## src/rtl/core/ms_adpcm_mono_block_decoder_top_macros.svh

```systemverilog
// ----------------------------------------------------------------------------
// ms_adpcm_mono_block_decoder_top_macros
// Assertion shorthands for the mono ADPCM block decoder. The macros expect
// clk_i and rst_ni in the scope where they are used.
// ----------------------------------------------------------------------------
`ifndef MS_ADPCM_MONO_BLOCK_DECODER_TOP_MACROS_SVH
`define MS_ADPCM_MONO_BLOCK_DECODER_TOP_MACROS_SVH

// Same-cycle implication.
`define MSADPCM_ASSERT_IMP(name, ante, cons, msg) \
  name: assert property (@(posedge clk_i) disable iff (!rst_ni) (ante) |-> (cons)) \
    else $error(msg);

// Next-cycle implication.
`define MSADPCM_ASSERT_NXT(name, ante, cons, msg) \
  name: assert property (@(posedge clk_i) disable iff (!rst_ni) (ante) |=> (cons)) \
    else $error(msg);

`endif

```

## src/rtl/core/msadpcm_pkg.sv

```systemverilog
// ----------------------------------------------------------------------------
// msadpcm_pkg
// Shared types, register indexes and tables of the mono ADPCM block decoder.
// ----------------------------------------------------------------------------
package msadpcm_pkg;

  // Configuration register indexes.
  localparam logic [2:0] CfgBlockBytes  = 3'd0;
  localparam logic [2:0] CfgFirstLow    = 3'd1;
  localparam logic [2:0] CfgFirstHigh   = 3'd2;
  localparam logic [2:0] CfgSecondLow   = 3'd3;
  localparam logic [2:0] CfgSecondHigh  = 3'd4;

  localparam logic [15:0] BlockBytesReset = 16'd256;
  localparam int unsigned QueueDepth      = 2;

  // What the back end has to do with a queued byte.
  typedef enum logic [2:0] {
    KIND_INDEX,
    KIND_LOW,
    KIND_DELTA,
    KIND_NEWER,
    KIND_OLDER,
    KIND_BODY
  } kind_e;

  typedef struct packed {
    kind_e       kind;
    logic [7:0]  data;
    logic        ends;
  } q_item_t;

  // Step delta adaptation factors, in 1/256 units.
  function automatic logic [9:0] adapt_factor(input logic [3:0] nib);
    logic [9:0] f;
    case (nib)
      4'd4, 4'd12: f = 10'd307;
      4'd5, 4'd11: f = 10'd409;
      4'd6, 4'd10: f = 10'd512;
      4'd7, 4'd9:  f = 10'd614;
      4'd8:        f = 10'd768;
      default:     f = 10'd230;
    endcase
    return f;
  endfunction

endpackage

```

## src/rtl/core/ms_adpcm_mono_block_decoder_top.sv

```systemverilog
// ----------------------------------------------------------------------------
// ms_adpcm_mono_block_decoder_top
// Mono Microsoft ADPCM block decoder, one stream byte in, PCM samples out.
// ----------------------------------------------------------------------------
// Usage:
// Bytes of the block stream enter on in_valid_i/in_ready_o. Decoded samples
// leave on out_valid_o/out_ready_i with last_of_run_o marking the final sample
// of a byte, end_of_block_o the last sample of a block and bad_predictor_o a
// wrapped predictor index. Registers are written on cfg_valid_i (always ready).
// The user must write them only while the block is idle; it is not enforced.
// The front end takes one byte per cycle while its queue has room. Header
// bytes before the last only load back-end state; the last one gives two
// samples. A body byte passes a fetch, then for each nibble two multiply
// steps, a sum, a scaling and a saturate step on the shared multiply/add
// chain; no new byte is fetched until both of its samples are out. The
// first sample of a body byte is registered after its fetch, multiply, sum
// and scaling steps. A stalled receiver holds the result register; the back
// end then waits and the queue, then in_ready_o, backs up.
// Reset returns to the start of a block with default registers and empty
// queue and result register.
// ----------------------------------------------------------------------------
`include "ms_adpcm_mono_block_decoder_top_macros.svh"

module ms_adpcm_mono_block_decoder_top #(
  parameter int unsigned QueueDepth = msadpcm_pkg::QueueDepth
) (
  input  logic               clk_i,
  input  logic               rst_ni,
  input  logic               in_valid_i,
  output logic               in_ready_o,
  input  logic [7:0]         data_byte_i,
  output logic               out_valid_o,
  input  logic               out_ready_i,
  output logic signed [15:0] sample_o,
  output logic               last_of_run_o,
  output logic               end_of_block_o,
  output logic               bad_predictor_o,
  input  logic               cfg_valid_i,
  output logic               cfg_ready_o,
  input  logic [2:0]         cfg_index_i,
  input  logic [63:0]        cfg_data_i
);

  logic [15:0] block_bytes_q;
  logic [63:0] first_low_q, first_high_q, second_low_q, second_high_q;

  logic                 q_push, q_full, q_pop, q_valid;
  msadpcm_pkg::q_item_t q_in, q_out;

  assign cfg_ready_o = 1'b1;

  always_ff @(posedge clk_i or negedge rst_ni) begin
    if (!rst_ni) begin
      block_bytes_q <= msadpcm_pkg::BlockBytesReset;
      first_low_q   <= 64'd0;
      first_high_q  <= 64'd0;
      second_low_q  <= 64'd0;
      second_high_q <= 64'd0;
    end else if (cfg_valid_i) begin
      unique case (cfg_index_i)
        msadpcm_pkg::CfgBlockBytes: block_bytes_q <= cfg_data_i[15:0];
        msadpcm_pkg::CfgFirstLow:   first_low_q   <= cfg_data_i;
        msadpcm_pkg::CfgFirstHigh:  first_high_q  <= cfg_data_i;
        msadpcm_pkg::CfgSecondLow:  second_low_q  <= cfg_data_i;
        msadpcm_pkg::CfgSecondHigh: second_high_q <= cfg_data_i;
        default: ;
      endcase
    end
  end

  msadpcm_front u_front (
    .clk_i         (clk_i),
    .rst_ni        (rst_ni),
    .in_valid_i    (in_valid_i),
    .in_ready_o    (in_ready_o),
    .data_byte_i   (data_byte_i),
    .block_bytes_i (block_bytes_q),
    .q_full_i      (q_full),
    .q_push_o      (q_push),
    .q_item_o      (q_in)
  );

  msadpcm_queue #(
    .Depth (QueueDepth)
  ) u_queue (
    .clk_i   (clk_i),
    .rst_ni  (rst_ni),
    .push_i  (q_push),
    .item_i  (q_in),
    .full_o  (q_full),
    .pop_i   (q_pop),
    .valid_o (q_valid),
    .item_o  (q_out)
  );

  msadpcm_back u_back (
    .clk_i               (clk_i),
    .rst_ni              (rst_ni),
    .q_valid_i           (q_valid),
    .q_item_i            (q_out),
    .q_pop_o             (q_pop),
    .first_coeff_low_i   (first_low_q),
    .first_coeff_high_i  (first_high_q),
    .second_coeff_low_i  (second_low_q),
    .second_coeff_high_i (second_high_q),
    .out_valid_o         (out_valid_o),
    .out_ready_i         (out_ready_i),
    .sample_o            (sample_o),
    .last_of_run_o       (last_of_run_o),
    .end_of_block_o      (end_of_block_o),
    .bad_predictor_o     (bad_predictor_o)
  );

  // An accepted byte is waiting in the queue at the next edge at the latest.
  `MSADPCM_ASSERT_NXT(a_push_lands, in_valid_i && in_ready_o, q_valid, "accepted byte lost")
  // The back end only takes bytes that are really queued.
  `MSADPCM_ASSERT_IMP(a_pop_valid, q_pop, q_valid, "pop from empty queue")
  // The end of a block is always the final sample of its byte.
  `MSADPCM_ASSERT_IMP(a_eob_last, out_valid_o && end_of_block_o, last_of_run_o,
                      "end of block without last of run")

endmodule

```

## src/rtl/core/msadpcm_front.sv

```systemverilog
// ----------------------------------------------------------------------------
// msadpcm_front
// Accepts stream bytes, tracks the position in the block and tags each byte
// with its role before it enters the queue.
// ----------------------------------------------------------------------------
module msadpcm_front (
  input  logic                 clk_i,
  input  logic                 rst_ni,
  input  logic                 in_valid_i,
  output logic                 in_ready_o,
  input  logic [7:0]           data_byte_i,
  input  logic [15:0]          block_bytes_i,
  input  logic                 q_full_i,
  output logic                 q_push_o,
  output msadpcm_pkg::q_item_t q_item_o
);

  localparam logic [15:0] PosIndex = 16'd0;
  localparam logic [15:0] PosDelta = 16'd2;
  localparam logic [15:0] PosNewer = 16'd4;
  localparam logic [15:0] PosOlder = 16'd6;

  logic [15:0] pos_q, pos_d;
  logic [15:0] last_pos;
  logic        ends;
  msadpcm_pkg::kind_e kind;

  // A block never ends before the full header has been read.
  assign last_pos = (block_bytes_i < 16'd7) ? PosOlder : block_bytes_i - 16'd1;
  assign ends     = pos_q >= last_pos;

  always_comb begin
    unique case (pos_q) inside
      PosIndex:                kind = msadpcm_pkg::KIND_INDEX;
      16'd1, 16'd3, 16'd5:     kind = msadpcm_pkg::KIND_LOW;
      PosDelta:                kind = msadpcm_pkg::KIND_DELTA;
      PosNewer:                kind = msadpcm_pkg::KIND_NEWER;
      PosOlder:                kind = msadpcm_pkg::KIND_OLDER;
      default:                 kind = msadpcm_pkg::KIND_BODY;
    endcase
  end

  assign in_ready_o = !q_full_i;
  assign q_push_o   = in_valid_i && !q_full_i;

  assign q_item_o.kind = kind;
  assign q_item_o.data = data_byte_i;
  assign q_item_o.ends = ends;

  assign pos_d = ends ? 16'd0 : pos_q + 16'd1;

  always_ff @(posedge clk_i or negedge rst_ni) begin
    if (!rst_ni) begin
      pos_q <= 16'd0;
    end else if (q_push_o) begin
      pos_q <= pos_d;
    end
  end

endmodule

```

## src/rtl/core/msadpcm_queue.sv

```systemverilog
// ----------------------------------------------------------------------------
// msadpcm_queue
// Short first-in first-out queue of tagged bytes between front and back end.
// ----------------------------------------------------------------------------
module msadpcm_queue #(
  parameter int unsigned Depth = msadpcm_pkg::QueueDepth
) (
  input  logic                 clk_i,
  input  logic                 rst_ni,
  input  logic                 push_i,
  input  msadpcm_pkg::q_item_t item_i,
  output logic                 full_o,
  input  logic                 pop_i,
  output logic                 valid_o,
  output msadpcm_pkg::q_item_t item_o
);

  localparam int unsigned IdxW = (Depth > 1) ? $clog2(Depth) : 1;
  localparam int unsigned CntW = $clog2(Depth + 1);

  msadpcm_pkg::q_item_t mem_q [Depth];
  logic [IdxW-1:0] wr_ptr_q, rd_ptr_q;
  logic [CntW-1:0] cnt_q;
  logic            do_push, do_pop;

  assign full_o  = cnt_q == CntW'(Depth);
  assign valid_o = cnt_q != '0;
  assign item_o  = mem_q[rd_ptr_q];
  assign do_push = push_i && !full_o;
  assign do_pop  = pop_i && valid_o;

  always_ff @(posedge clk_i) begin
    if (do_push) begin
      mem_q[wr_ptr_q] <= item_i;
    end
  end

  always_ff @(posedge clk_i or negedge rst_ni) begin
    if (!rst_ni) begin
      wr_ptr_q <= '0;
      rd_ptr_q <= '0;
      cnt_q    <= '0;
    end else begin
      if (do_push) begin
        wr_ptr_q <= (wr_ptr_q == IdxW'(Depth - 1)) ? '0 : wr_ptr_q + 1'b1;
      end
      if (do_pop) begin
        rd_ptr_q <= (rd_ptr_q == IdxW'(Depth - 1)) ? '0 : rd_ptr_q + 1'b1;
      end
      if (do_push && !do_pop) begin
        cnt_q <= cnt_q + 1'b1;
      end else if (do_pop && !do_push) begin
        cnt_q <= cnt_q - 1'b1;
      end
    end
  end

endmodule

```

## src/rtl/core/msadpcm_back.sv

```systemverilog
// ----------------------------------------------------------------------------
// msadpcm_back
// Executes queued bytes: loads the header state, decodes body nibbles over a
// short multiply/sum/scale sequence and drives the result register.
// ----------------------------------------------------------------------------
module msadpcm_back (
  input  logic                 clk_i,
  input  logic                 rst_ni,
  input  logic                 q_valid_i,
  input  msadpcm_pkg::q_item_t q_item_i,
  output logic                 q_pop_o,
  input  logic [63:0]          first_coeff_low_i,
  input  logic [63:0]          first_coeff_high_i,
  input  logic [63:0]          second_coeff_low_i,
  input  logic [63:0]          second_coeff_high_i,
  output logic                 out_valid_o,
  input  logic                 out_ready_i,
  output logic signed [15:0]   sample_o,
  output logic                 last_of_run_o,
  output logic                 end_of_block_o,
  output logic                 bad_predictor_o
);

  localparam logic [2:0] StFetch = 3'd0;
  localparam logic [2:0] StHdr0  = 3'd1;
  localparam logic [2:0] StHdr1  = 3'd2;
  localparam logic [2:0] StMul1  = 3'd3;
  localparam logic [2:0] StMul2  = 3'd4;
  localparam logic [2:0] StSum   = 3'd5;
  localparam logic [2:0] StDiv   = 3'd6;
  localparam logic [2:0] StApply = 3'd7;

  function automatic logic signed [15:0] coeff_pick(input logic [63:0] lo,
                                                    input logic [63:0] hi,
                                                    input logic [2:0]  idx);
    logic [63:0] row;
    row = idx[2] ? hi : lo;
    return row[16*idx[1:0] +: 16];
  endfunction

  logic [2:0]          st_q, st_d;
  logic [2:0]          coeff_idx_q;
  logic                bad_q;
  logic signed [31:0]  delta_q;
  logic signed [15:0]  newer_q, older_q;
  logic [7:0]          low_q;
  logic [7:0]          byte_q;
  logic                ends_q;
  logic                nib_sel_q;

  logic signed [31:0]  pa_q, pb_q;
  logic signed [36:0]  pd_q;
  logic signed [42:0]  pe_q;
  logic signed [32:0]  sum_q;
  logic signed [24:0]  pred_q;
  logic signed [31:0]  dnext_q;

  logic                out_valid_q;
  logic signed [15:0]  sample_q;
  logic                last_q, eob_q, bad_out_q;

  logic signed [15:0]  c1, c2;
  logic [3:0]          nib;
  logic signed [4:0]   nib_s;
  logic [9:0]          adapt;
  logic signed [15:0]  hdr_word;
  logic                slot_free;
  logic                out_load;
  logic signed [15:0]  out_sample_d;
  logic                out_last_d, out_eob_d;

  logic signed [42:0]  pe_bias;
  logic signed [34:0]  pe_div;
  logic signed [31:0]  dnext_d;
  logic signed [32:0]  sum_bias;
  logic signed [37:0]  p_full;
  logic signed [15:0]  p_sat;

  assign c1       = coeff_pick(first_coeff_low_i, first_coeff_high_i, coeff_idx_q);
  assign c2       = coeff_pick(second_coeff_low_i, second_coeff_high_i, coeff_idx_q);
  assign nib      = nib_sel_q ? byte_q[3:0] : byte_q[7:4];
  assign nib_s    = $signed({nib[3], nib});
  assign adapt    = msadpcm_pkg::adapt_factor(nib);
  assign hdr_word = $signed({q_item_i.data, low_q});

  assign slot_free = !out_valid_q || out_ready_i;
  assign q_pop_o   = (st_q == StFetch) && q_valid_i;

  // Division by 256 truncates toward zero, so negative values get a bias.
  assign pe_bias  = pe_q + (pe_q[42] ? 43'sd255 : 43'sd0);
  assign pe_div   = pe_bias[42:8];
  assign sum_bias = sum_q + (sum_q[32] ? 33'sd255 : 33'sd0);
  assign p_full   = 38'(pred_q) + 38'(pd_q);

  always_comb begin
    if (pe_div < 35'sd16) begin
      dnext_d = 32'sd16;
    end else if (pe_div > 35'sd2147483647) begin
      dnext_d = 32'sh7fffffff;
    end else begin
      dnext_d = pe_div[31:0];
    end
  end

  always_comb begin
    if (p_full < -38'sd32768) begin
      p_sat = 16'sh8000;
    end else if (p_full > 38'sd32767) begin
      p_sat = 16'sh7fff;
    end else begin
      p_sat = p_full[15:0];
    end
  end

  always_comb begin
    st_d         = st_q;
    out_load     = 1'b0;
    out_sample_d = p_sat;
    out_last_d   = 1'b0;
    out_eob_d    = 1'b0;
    unique case (st_q)
      StFetch: begin
        if (q_valid_i) begin
          if (q_item_i.kind == msadpcm_pkg::KIND_OLDER) begin
            st_d = StHdr0;
          end else if (q_item_i.kind == msadpcm_pkg::KIND_BODY) begin
            st_d = StMul1;
          end
        end
      end
      StHdr0: begin
        if (slot_free) begin
          out_load     = 1'b1;
          out_sample_d = older_q;
          st_d         = StHdr1;
        end
      end
      StHdr1: begin
        if (slot_free) begin
          out_load     = 1'b1;
          out_sample_d = newer_q;
          out_last_d   = 1'b1;
          out_eob_d    = ends_q;
          st_d         = StFetch;
        end
      end
      StMul1: st_d = StMul2;
      StMul2: st_d = StSum;
      StSum:  st_d = StDiv;
      StDiv:  st_d = StApply;
      StApply: begin
        if (slot_free) begin
          out_load   = 1'b1;
          out_last_d = nib_sel_q;
          out_eob_d  = nib_sel_q && ends_q;
          st_d       = nib_sel_q ? StFetch : StMul1;
        end
      end
      default: st_d = StFetch;
    endcase
  end

  // Decoder state.
  always_ff @(posedge clk_i or negedge rst_ni) begin
    if (!rst_ni) begin
      st_q        <= StFetch;
      coeff_idx_q <= 3'd0;
      bad_q       <= 1'b0;
      delta_q     <= 32'sd0;
      newer_q     <= 16'sd0;
      older_q     <= 16'sd0;
      low_q       <= 8'd0;
      nib_sel_q   <= 1'b0;
      ends_q      <= 1'b0;
      out_valid_q <= 1'b0;
    end else begin
      st_q <= st_d;
      if (q_pop_o) begin
        ends_q    <= q_item_i.ends;
        nib_sel_q <= 1'b0;
        unique case (q_item_i.kind)
          msadpcm_pkg::KIND_INDEX: begin
            coeff_idx_q <= q_item_i.data[2:0];
            bad_q       <= |q_item_i.data[7:3];
          end
          msadpcm_pkg::KIND_LOW:   low_q   <= q_item_i.data;
          msadpcm_pkg::KIND_DELTA: delta_q <= 32'(hdr_word);
          msadpcm_pkg::KIND_NEWER: newer_q <= hdr_word;
          msadpcm_pkg::KIND_OLDER: older_q <= hdr_word;
          default: ;
        endcase
      end
      if (st_q == StApply && slot_free) begin
        older_q   <= newer_q;
        newer_q   <= p_sat;
        delta_q   <= dnext_q;
        nib_sel_q <= 1'b1;
      end
      if (out_load) begin
        out_valid_q <= 1'b1;
      end else if (out_ready_i) begin
        out_valid_q <= 1'b0;
      end
    end
  end

  // Arithmetic pipeline and result payload.
  always_ff @(posedge clk_i) begin
    if (q_pop_o && q_item_i.kind == msadpcm_pkg::KIND_BODY) begin
      byte_q <= q_item_i.data;
    end
    if (st_q == StMul1) begin
      pa_q <= 32'(newer_q) * 32'(c1);
      pd_q <= 37'(delta_q) * 37'(nib_s);
    end
    if (st_q == StMul2) begin
      pb_q <= 32'(older_q) * 32'(c2);
      pe_q <= 43'(delta_q) * 43'($signed({1'b0, adapt}));
    end
    if (st_q == StSum) begin
      sum_q   <= 33'(pa_q) + 33'(pb_q);
      dnext_q <= dnext_d;
    end
    if (st_q == StDiv) begin
      pred_q <= sum_bias[32:8];
    end
    if (out_load) begin
      sample_q  <= out_sample_d;
      last_q    <= out_last_d;
      eob_q     <= out_eob_d;
      bad_out_q <= bad_q;
    end
  end

  assign out_valid_o     = out_valid_q;
  assign sample_o        = sample_q;
  assign last_of_run_o   = last_q;
  assign end_of_block_o  = eob_q;
  assign bad_predictor_o = bad_out_q;

endmodule
```

## config.mk

```make
export PLATFORM = sky130hd
export DESIGN_NAME = ms_adpcm_mono_block_decoder_top
export DESIGN_NICKNAME = d
export VERILOG_FILES = /design/src/rtl/core/msadpcm_pkg.sv /design/src/rtl/core/ms_adpcm_mono_block_decoder_top.sv /design/src/rtl/core/msadpcm_front.sv /design/src/rtl/core/msadpcm_queue.sv /design/src/rtl/core/msadpcm_back.sv
export VERILOG_INCLUDE_DIRS = /design/src /design/src/rtl/core
export SDC_FILE = /design/constraint.sdc
export NUM_CORES = 2
export LEC_CHECK = 0
export ABC_CLOCK_PERIOD_IN_PS = 22300
export BUFFER_PORTS_ARGS = -buffer_cell sky130_fd_sc_hd__buf_2
export CAP_MARGIN = 30
export CORE_MARGIN = 3
export CORE_UTILIZATION = 65
export CTS_CLUSTER_DIAMETER = 60
export CTS_CLUSTER_SIZE = 40
export DETAILED_ROUTE_END_ITERATION = 10
export PLACE_DENSITY = 0.82
export SKIP_LAST_GASP = 1
export SYNTH_ARGS = -nofsm -noshare
export SYNTH_HDL_FRONTEND = slang
export SYNTH_HIERARCHICAL = 1
export SYNTH_SLANG_ARGS = --single-unit
export TNS_END_PERCENT = 5
```

## constraint.sdc

```tcl
create_clock -name clk_i -period 22.3 [get_ports clk_i]
set_input_delay 3.345 -clock clk_i [delete_from_list [all_inputs] [get_ports clk_i]]
set_output_delay 3.345 -clock clk_i [all_outputs]
set_load 0.01 [all_outputs]
```

==> reports/results.tsv <==
metric	value	unit
Port Buffer Count	100	
dpl hpwl	133000	um
Yosys reg bits	658	
Starting DRT DRC Count	4624	
final net count	7855	
worst min-delay path class	flop to flop	
Die ar.	0.109	mm2
# resized after CTS	0	
fin crit share	42.6	%
layout cell share with drive strength beyond 1	11.2	%
vias in the first global route	49500	
grt total ovfl	0	
later-pin clock latency in the skew report	0.69	ns
Layout Skew	0.0484	ns
clock root cell	clkbuf_16	
H-Tree Level Count	2	
Yosys warning total	6	
total of max-cap violations	0	
Cell Rows	118	
crit path DAT	9.92	ns
Yosys cell types	95	
initial antenna violation count	11	
area growth from synthesis to layout	5.28	%
Worst-path clk slew	0.08	ns
Clock Path Buffers	3	
Worst Max-Slew Pin Slew	1.03	ns
synth top area cells	fa_1 25%, dfrtp_1 14%, edfxtp_1 12%	
drt wl/cell	21.8	um
ys async rst share	56.8	%
CTS tree	done	
minimum clock period	9.49	ns
Slew Limit Headroom	31.3	%
Final GP Congestion	0.964	
Register Area	0.0179	mm2
Die Height	330	um
TritonCTS buffer count	54	
DRC	0	
via count	47800	
IO Pins	102	
crit path launch type	flop	
core area	0.104	mm2
Max Fclk	0.105	GHz
top cells by count, synth	1,135 x inv_1, 864 x fa_1, 583 x nand2_1	
initial cell density of the core	65.8	%
CP Data Required Time	22.73	ns
Synth Cell Area	0.0684	mm2
Post-synth EDFFs	284	
Seq/Total Area, Yosys	26.1	%
Synth top area share	25.3	%
CP endpoint kind	flop	
antenna-violating nets left	0	
drt first pass iters	7	
run status	complete, no violations	
multi-input logic area	0.0449	mm2
# hold bufs at CTS	0	
GR Util All Layers	32.3	%
Die X-Extent	330	um
crit-path max FO	41	
setup tns final	0	ns
RSZ-0062 raised after global routing	false	
Synth Instances	6524	
filler instances	7423	
Setup-failing EPs final	0	
area leader, netlist	fa_1	
first-pass GRT wire length	274000	um
Post-CTS Setup Bufs	0	
Final Hold Fails	0	
leading cell type by number of instances after synthesis	inv_1	
net count after synthesis	7904	
WS Path Type	flop to flop	
largest net degree at the start of global routing	114	
dominant synthesized flop cell	dfrtp_1	
WL final	173000	um
Sinks on Clock Net	658	
Slew Viols, Final	0	
mean number of vias per cell	6.04	
syn avg cell area	10.5	um2
logic make-up (layout without fill, tap and decap cells):
group	after synthesis	count (layout)	share of synthesized area, %
flops	658	658	26.1
buf+inv	1418	1415	8.37
xor+xnor	262	262	3.35
simple gates	1642	1642	12.1
fa+ha+maj	1300	1300	33.2
other cells	2	9	0.0110
compound gates	790	790	7.43
mux	452	452	9.35
sequential cells by signal, indices dropped and copies added (netlist names), 24 cells and up:
register and cells:
u_queue/mem_q 24, u_back/pe_q 43, u_back/sum_q 33, u_back/pa_q 32
first_low_q 64, u_back/dnext_q 32, second_high_q 64, u_back/pd_q 36
u_back/pred_q 25, u_back/pb_q 32, u_back/delta_q 32, second_low_q 64
first_high_q 64
per-layer routing:
layer | share of wire, % | track usage (%) | wire length, um
met5 | 0.063 | 0.311 | 109
met4 | 4.0 | 11.1 | 6890
met3 | 9.9 | 7.69 | 17000
met2 | 45 | 50.2 | 78500
met1 | 41 | 44.9 | 70200
cell type report:
| type | count | share of cell area, % |
|---|---|---|
| Clock buffer | 56 | 1.91 |
| Sequential cell | 658 | 24.8 |
| Tap cell | 1380 | 2.40 |
| Multi-Input combinational cell | 4448 | 62.4 |
| Inverter | 1136 | 5.92 |
| Timing Repair Buffer | 177 | 1.66 |
| Antenna cell | 7 | 0.0243 |
| Clock inverter | 46 | 0.867 |
through the flow:
step	cell area, um2	util (%)	setup slack [ns]	cells	hold slack [ns]
global placement	69800	67.2	13.03	7789	0.429
floorplan	68400	-	13.73	6524	0.426
detailed placement	70000	67.3	12.90	7795	0.439
CTS	72000	69.2	12.83	7897	0.461
global route	72000	69.3	12.09	7904	0.483
finish	72000	69.3	12.81	7908	0.457
critical path: stages (launching register included):
cell and delay (ns):
dfrtp_4 0.96, buf_4 0.56, mux4_2 0.57, mux2_2 0.46, nand2_1 0.18, inv_1 0.10, fa_1 0.54, inv_1 0.05
fa_1 0.46, fa_1 0.51, inv_1 0.05, fa_1 0.48, fa_1 0.55, inv_1 0.06, fa_1 0.53, inv_1 0.04
ha_1 0.35, a21o_1 0.18, a21o_1 0.18, nor3b_1 0.18, a21oi_1 0.12, o41ai_1 0.47, o311ai_0 0.36, nor4_1 0.35
o41ai_1 0.20, a2111oi_0 0.41, nor3_1 0.13, xnor2_1 0.15
cells in the final DEF, fill, tap and decap left out, types with 42 or more instances in the layout:
cell       count
nand2b_1     112
xor2_1        67
dfrtp_1      370
o21ai_0      155
and2_1       230
a21oi_1      227
xnor2_1      194
buf_2         99
mux4_2        64
mux2_2       137
mux2_4       180
nand3_1       67
ha_1         436
buf_4         69
nor2_1       209
nand2_1      583
edfxtp_1     284
clkbuf_16     54
and3_1        42
mux2i_1       69
nor2b_1      218
a21o_1        84
inv_1       1135
nor3_1        54
fa_1         864
worst paths after layout:
| check | start | to | slack [ns] | cells after the start |
|---|---|---|---|---|
| setup / recovery | u_back/coeff_idx_q[2] | u_back/pb_q[31] | 12.81 | 27 |
| hold / removal | u_back/dnext_q[17] | u_back/delta_q[17] | 0.46 | 2 |
| setup reg to reg | u_back/coeff_idx_q[2] | u_back/pb_q[31] | 12.81 | 27 |
| hold reg to reg | u_back/dnext_q[17] | u_back/delta_q[17] | 0.46 | 2 |
| max in group asynchronous | rst_ni | first_low_q[2] | 17.47 | 3 |
| min in group asynchronous | rst_ni | first_low_q[41] | 2.70 | 1 |
Power is not shown: default switching activity piles up to over one toggle a cycle in this logic, so the estimate is an artifact.
